File: config.mk
export PLATFORM = sky130hd
export DESIGN_NAME = h264_nal_extract_epb_remove_core
export DESIGN_NICKNAME = d
export VERILOG_FILES = /design/src/sv/nalx_pkg.sv /design/src/sv/nalx_step.sv /design/src/sv/nalx_emit.sv /design/src/sv/h264_nal_extract_epb_remove_core.sv
export SDC_FILE = /design/constraint.sdc
export NUM_CORES = 1
export LEC_CHECK = 0
export BUFFER_PORTS_ARGS = -buffer_cell sky130_fd_sc_hd__buf_2
export CORE_MARGIN = 1.5
export CORE_UTILIZATION = 54
export DETAILED_ROUTE_END_ITERATION = 7
export HOLD_SLACK_MARGIN = 0.02
export MAX_ROUTING_LAYER = met4
export PLACE_DENSITY_LB_ADDON = 0.3
export SYNTH_ARGS = -nofsm -noshare
export SYNTH_HDL_FRONTEND = slang
export SYNTH_SLANG_ARGS = --single-unit
File: constraint.sdc
create_clock -name clk -period 3.2 [get_ports clk]
set_input_delay 0.64 -clock clk [delete_from_list [all_inputs] [get_ports clk]]
set_output_delay 0.64 -clock clk [all_outputs]
set_load 0.01 [all_outputs]
File: src/sv/nalx_pkg.sv
`timescale 1ns / 1ps

package nalx_pkg;

	localparam logic [7:0] BYTE_ZERO = 8'h00;
	localparam logic [7:0] BYTE_ONE  = 8'h01;
	localparam logic [7:0] BYTE_EPB  = 8'h03;

	typedef struct packed {
		logic [7:0] data_byte;
		logic       stream_last;
	} item_t;

	typedef struct packed {
		logic [7:0] out_byte;
		logic       byte_valid;
		logic       nal_end;
	} result_t;

	// results of one input byte, in order: zeros, then the byte, then the end marker
	typedef struct packed {
		logic [1:0] zeros;
		logic       has_byte;
		logic [7:0] data;
		logic       has_end;
	} burst_t;

endpackage

File: src/sv/nalx_step.sv
`timescale 1ns / 1ps

module nalx_step (
	input  logic           clk,
	input  logic           arst_n,
	input  logic           accept,
	input  nalx_pkg::item_t  item,
	output nalx_pkg::burst_t burst
);
	import nalx_pkg::*;

	typedef enum logic [1:0] {
		PH_SEARCH = 2'd0,
		PH_INSIDE = 2'd1,
		PH_DONE   = 2'd2,
		PH_SPARE  = 2'd3
	} phase_t;

	phase_t     phase_q, phase_n;
	logic [1:0] zero_run_q, zero_run_n;

	always_comb begin
		phase_n        = phase_q;
		zero_run_n     = zero_run_q;
		burst.zeros    = 2'd0;
		burst.has_byte = 1'b0;
		burst.data     = item.data_byte;
		burst.has_end  = 1'b0;
		case (phase_q)
			PH_SEARCH: begin
				if (item.data_byte == BYTE_ZERO) begin
					if (zero_run_q != 2'd2) begin
						zero_run_n = zero_run_q + 2'd1;
					end
				end else if (item.data_byte == BYTE_ONE && zero_run_q == 2'd2) begin
					phase_n    = PH_INSIDE;
					zero_run_n = 2'd0;
				end else begin
					zero_run_n = 2'd0;
				end
			end
			PH_INSIDE: begin
				if (item.data_byte == BYTE_ZERO) begin
					if (zero_run_q != 2'd2) begin
						zero_run_n = zero_run_q + 2'd1;
					end else begin
						burst.zeros = 2'd1;
					end
				end else if (item.data_byte == BYTE_EPB && zero_run_q == 2'd2) begin
					burst.zeros = 2'd2;
					zero_run_n  = 2'd0;
				end else if (item.data_byte == BYTE_ONE && zero_run_q == 2'd2) begin
					zero_run_n    = 2'd0;
					burst.has_end = 1'b1;
					phase_n       = PH_DONE;
				end else begin
					burst.zeros    = zero_run_q;
					burst.has_byte = 1'b1;
					zero_run_n     = 2'd0;
				end
			end
			default: begin
			end
		endcase
		if (item.stream_last) begin
			if (phase_n == PH_INSIDE) begin
				burst.zeros   = burst.zeros + zero_run_n;
				burst.has_end = 1'b1;
			end
			phase_n    = PH_SEARCH;
			zero_run_n = 2'd0;
		end
	end

	always_ff @(posedge clk or negedge arst_n) begin
		if (!arst_n) begin
			phase_q    <= PH_SEARCH;
			zero_run_q <= 2'd0;
		end else if (accept) begin
			phase_q    <= phase_n;
			zero_run_q <= zero_run_n;
		end
	end

endmodule

File: src/sv/nalx_emit.sv
`timescale 1ns / 1ps

module nalx_emit (
	input  logic              clk,
	input  logic              arst_n,
	input  logic              item_valid,
	output logic              item_stall,
	input  nalx_pkg::burst_t  burst,
	output logic              res_valid,
	input  logic              res_stall,
	output nalx_pkg::result_t res
);
	import nalx_pkg::*;

	burst_t     burst_q;
	result_t    res_q;
	result_t    head;
	logic       res_valid_q;
	logic       pending;
	logic       single;
	logic       out_free;
	logic       accept;
	logic [2:0] count;

	assign count    = {1'b0, burst_q.zeros} + {2'b00, burst_q.has_byte}
		+ {2'b00, burst_q.has_end};
	assign pending  = count != 3'd0;
	assign single   = count == 3'd1;
	assign out_free = !res_valid_q || !res_stall;

	assign item_stall = pending && !(single && out_free);
	assign accept     = item_valid && !item_stall;

	always_comb begin
		if (burst_q.zeros != 2'd0) begin
			head.out_byte   = BYTE_ZERO;
			head.byte_valid = 1'b1;
			head.nal_end    = 1'b0;
		end else if (burst_q.has_byte) begin
			head.out_byte   = burst_q.data;
			head.byte_valid = 1'b1;
			head.nal_end    = 1'b0;
		end else begin
			head.out_byte   = BYTE_ZERO;
			head.byte_valid = 1'b0;
			head.nal_end    = 1'b1;
		end
	end

	always_ff @(posedge clk or negedge arst_n) begin
		if (!arst_n) begin
			res_valid_q <= 1'b0;
			burst_q     <= '0;
		end else begin
			if (out_free) begin
				res_valid_q <= pending;
			end
			if (accept) begin
				burst_q <= burst;
			end else if (out_free && pending) begin
				if (burst_q.zeros != 2'd0) begin
					burst_q.zeros <= burst_q.zeros - 2'd1;
				end else if (burst_q.has_byte) begin
					burst_q.has_byte <= 1'b0;
				end else begin
					burst_q.has_end <= 1'b0;
				end
			end
		end
	end

	always_ff @(posedge clk) begin
		if (out_free && pending) begin
			res_q <= head;
		end
	end

	assign res_valid = res_valid_q;
	assign res       = res_q;

endmodule

File: src/sv/h264_nal_extract_epb_remove_core.sv
`timescale 1ns / 1ps

// Annex B NAL unit extractor with emulation prevention byte removal.
// item channel: one stream byte per transfer, stream_last on the final byte.
// res channel: payload bytes of the first NAL unit after a 00 00 01 start
// code, header byte first, with the 03 of each 00 00 03 dropped, then one
// end marker (byte_valid 0, nal_end 1) at the next start code or stream end.
// Zero bytes are held back until it is known they do not open an end code,
// so a byte may release up to four results (held zeros, itself, end marker).
// A byte's results wait in a burst register and leave via the result register.
// Throughput: one byte per cycle while each byte yields at most one result
// and res_stall is low; a byte yielding more holds item_stall until one
// is left, as the single result register drains one result per cycle unless stalled.
// A stalled result holds in the output register; item_stall rises as soon
// as buffered results cannot drain.
// Reset clears the search state and empties the output; no results are lost
// or invented across stalls.
module h264_nal_extract_epb_remove_core (
	input  logic              clk,
	input  logic              arst_n,
	input  logic              item_valid,
	output logic              item_stall,
	input  nalx_pkg::item_t   item,
	output logic              res_valid,
	input  logic              res_stall,
	output nalx_pkg::result_t res
);
	import nalx_pkg::*;

	burst_t burst;
	logic   accept;

	assign accept = item_valid && !item_stall;

	nalx_step u_step (
		.clk    (clk),
		.arst_n (arst_n),
		.accept (accept),
		.item   (item),
		.burst  (burst)
	);

	nalx_emit u_emit (
		.clk        (clk),
		.arst_n     (arst_n),
		.item_valid (item_valid),
		.item_stall (item_stall),
		.burst      (burst),
		.res_valid  (res_valid),
		.res_stall  (res_stall),
		.res        (res)
	);

endmodule
==> flow_summary_export.csv <==
group,metric,value,unit
pwr,switching_share,0.415,
detailed_routing,drtIter0Drc,49,
detailed_routing,drc_errors,0,
timing,setup_tns,0,ns
logic_synthesis,synth.top_cell.area_share,0.298,
logic_synthesis,synth.area.top_cells,"dfrtp_1 30%, edfxtp_1 21%, nand2_1 9.7%, ha_1 4.4%, and3_1 3.5%",
placement,portBuffers,24,
clock_tree,cts_max_level,1,
timing,slew_viol_final,0,
layout,antenna_cells,0,
flow_run,max_cap_violations,0,
logic_synthesis,netlist_instances,144,
global_routing,grt_pass1_vias,1114,
detailed_routing,drt-pass1-iter-count,4,
clock_tree,post_cts_resized,0,
pwr,internal_power,851,uW
timing,clock.fmax,353,MHz
pwr,pwr-share-comb,0.467,
timing,finalClockSkew,0.00338,ns
pwr,power_density,904,mW/mm2
setup_path,max_stage_delay,0.50,ns
status,status,"complete, no violations",
setup_path,cp.buffers_inverters,2,
timing,tightest_slew,0.488,ns
timing,post-route-period-util,0.886,
global_routing,antenna_found_initial,0,
setup_path,r2r_slack,0.62,ns
pwr,p_leak,0.000737,uW
clock_tree,cts_root_buf,"clkbuf_4",
setup_path,start_kind,"flop",
clock_tree,hold_buffers,0,
logic_synthesis,yosysSeqAreaShare,0.508,
setup_path,crit_family,"adder cells",
logic_synthesis,synth_edf_count,10,
logic_synthesis,async_flop_share,0.630,
layout,synthToLayoutAreaGrowth,12.6,%
global_routing,grt.overflow.total,0,
floorplanning,design.die.area,0.00296,mm2
logic_synthesis,synth_seq_cells,27,
logic_synthesis,postSynthAreaPerCell,9.92,um2
setup_path,required,2.56,ns
clock_tree,cts_buffers,3,
detailed_routing,avgRoutedWirePerCell,14.5,um
timing,slew-limit-headroom,0.672,
floorplanning,start_util,0.572,
pwr,clock_power_share,0.098,
logic_synthesis,yosysTopAreaCell,"dfrtp_1",
detailed_routing,routed_wl,2890,um
setup_path,crit_start,"u_emit.burst_q[9]$_DFFE_PN0P_",
setup_path,critPathArrivalTime,2.20,ns
layout,final_layout_size_suffix_gt1_frac,0.213,
clock_tree,cts.path.max_buffers,2,
floorplanning,io_pins,25,
timing,rsz0062_at_grt,"no",
detailed_routing,antenna_left,0,
clock_tree,clock_sinks,27,
layout,fill_cells,212,
clock_tree,tritoncts,"built",
timing,hold_slack,0.224,ns
clock_tree,path_clk_slew,0.14,ns
pwr,seq_power_share,0.434,
floorplanning,core,0.00250,mm2
placement,gp_congestion,0.972,
pwr,vdd_ir_drop_max,0.645,mV
detailed_routing,viasPerCell,5.91,
logic_synthesis,synth_nets,163,
timing,finalHoldViolCount,0,
floorplanning,rows,18,
logic_synthesis,yosys_warnings,0,
clock_tree,worstSkewPairLatency,0.31,ns
layout,finalNetCount,189,
global_routing,track_usage,0.226,
setup_path,cp.depth,5,
pwr,p_switching,604,uW
placement,dp_hpwl,2200,um
setup_path,crit_chain,"fa_1 > ha_1 > a311oi_1 > inv_1 > buf_2",
setup_path,r2r-end,"u_step.zero_run_q[1]$_DFFE_PN0P_",
setup_path,cp_max_fo,11,
detailed_routing,dr_total_vias,1177,
floorplanning,die_y,54.4,um
logic_synthesis,synth.distinct_cells,40,
timing,setup_viol,0,
floorplanning,fp.dieW,54.4,um
clock_tree,post_cts_buffers,0,
setup_path,rr_worst_depth,7,
setup_path,cp-end-kind,"primary output",
setup_path,worstSetupPathType,"reg2out",
worst_hold_path,hp-class,"in2async",
timing,min_period,2.84,ns
setup_path,crit_end,"item_stall",
logic_synthesis,syn_area,0.00143,mm2
logic_synthesis,ys.flop_type,"dfrtp_1",
setup_path,cp_slowest_cell,"dfrtp_1",
global_routing,grt_max_degree,20,
setup_path,r2r_start,"u_emit.burst_q[9]$_DFFE_PN0P_",
global_routing,grt_first_pass_wirelength,4750,um
per-layer routing:
metal,vias to the layer above,GRT usage,routed length (um)
li1,565,-,-
met2,41,0.361,1450
met5,-,-,0
met3,10,0.0410,121
met4,0,0.113,59
met1,561,0.275,1260
per-stage QoR:
step | instances | utilization | power (uW) | instance area (um2) | worst slack (ns)
2_1_floorplan | 144 | - | 1090 | 1430 | 0.733
3_3_place_gp | 195 | 0.633 | 1280 | 1580 | 0.595
3_5_place_dp | 195 | 0.633 | 1310 | 1580 | 0.611
4_1_cts | 199 | 0.644 | 1460 | 1610 | 0.349
5_1_grt | 199 | 0.644 | 1590 | 1610 | 0.198
6_report | 199 | 0.644 | 1460 | 1610 | 0.365
area by class of cell:
cell class | instances | area (um2) | share of cell area
clock buffers | 4 | 26.3 | 0.0163
repair buffers | 26 | 135 | 0.0840
multi-input cells | 105 | 658 | 0.409
inverters | 7 | 26.3 | 0.0163
flip-flops and latches | 27 | 726 | 0.451
well taps | 30 | 37.5 | 0.0233
worst min path at each step:
| stage | depth (start not counted) | endpoint |
|---|---|---|
| after floorplan | 0 | u_emit.burst_q[0]$_DFFE_PN0P_ |
| after global placement | 2 | u_emit.burst_q[8]$_DFFE_PN0P_ |
| after detailed placement | 2 | u_emit.burst_q[5]$_DFFE_PN0P_ |
| after CTS | 1 | u_step.zero_run_q[0]$_DFFE_PN0P_ |
| after global routing | 1 | u_step.zero_run_q[0]$_DFFE_PN0P_ |
| final | 1 | u_step.zero_run_q[0]$_DFFE_PN0P_ |
synth_stat cells (2+ instances only):
master    number
nor3_1         3
xnor2_1        2
clkbuf_1       5
a31oi_1        4
nand2_1       37
edfxtp_1      10
or4_4          2
a21o_1         2
o22ai_1        2
and3_1         8
and2_1         2
nand2b_1       2
inv_1          7
ha_1           5
nor2b_1        2
nand3_1        2
o21ai_0        4
nor2_1         2
a21oi_1        6
dfrtp_1       17
cells in the final DEF, fill, tap and decap left out, types with 2 or more instances in the layout:
cell | synthesis | routed
and2_1 | 2 | 2
a21oi_1 | 6 | 6
dfrtp_1 | 17 | 17
or4_4 | 2 | 2
edfxtp_1 | 10 | 10
buf_2 | 0 | 24
o22ai_1 | 2 | 2
xnor2_1 | 2 | 2
nand2b_1 | 2 | 2
nor2_1 | 2 | 2
nor2b_1 | 2 | 2
buf_4 | 0 | 2
nand3_1 | 2 | 2
and3_1 | 8 | 8
a21o_1 | 2 | 2
ha_1 | 5 | 5
nand2_1 | 37 | 37
nor3_1 | 3 | 3
o21ai_0 | 4 | 4
a31oi_1 | 4 | 4
clkbuf_4 | 0 | 3
inv_1 | 7 | 7
flip-flops by register name, indices dropped and copies added, names as in the netlist:
register,flops
u_emit.burst_q,12
u_emit.res,10
u_step.zero_run_q,2
u_emit.res_valid,1
u_step.phase_q,2
cell families after synthesis:
logic type,after synthesis,synth area share
xor+xnor,2,0.0123
simple gates,65,0.226
flops,27,0.508
fa+ha+maj,6,0.0578
compound gates,32,0.165
buf+inv,12,0.0315
power groups by stage:
stage               Combinational, uW  Clock, uW  Sequential [uW]
floorplan                         435          0              657
global placement                  651          0              629
detailed placement                674          0              639
CTS                               680        147              631
global route                      780        160              653
finish                            680        143              632
(Power assumes the default switching activity.)
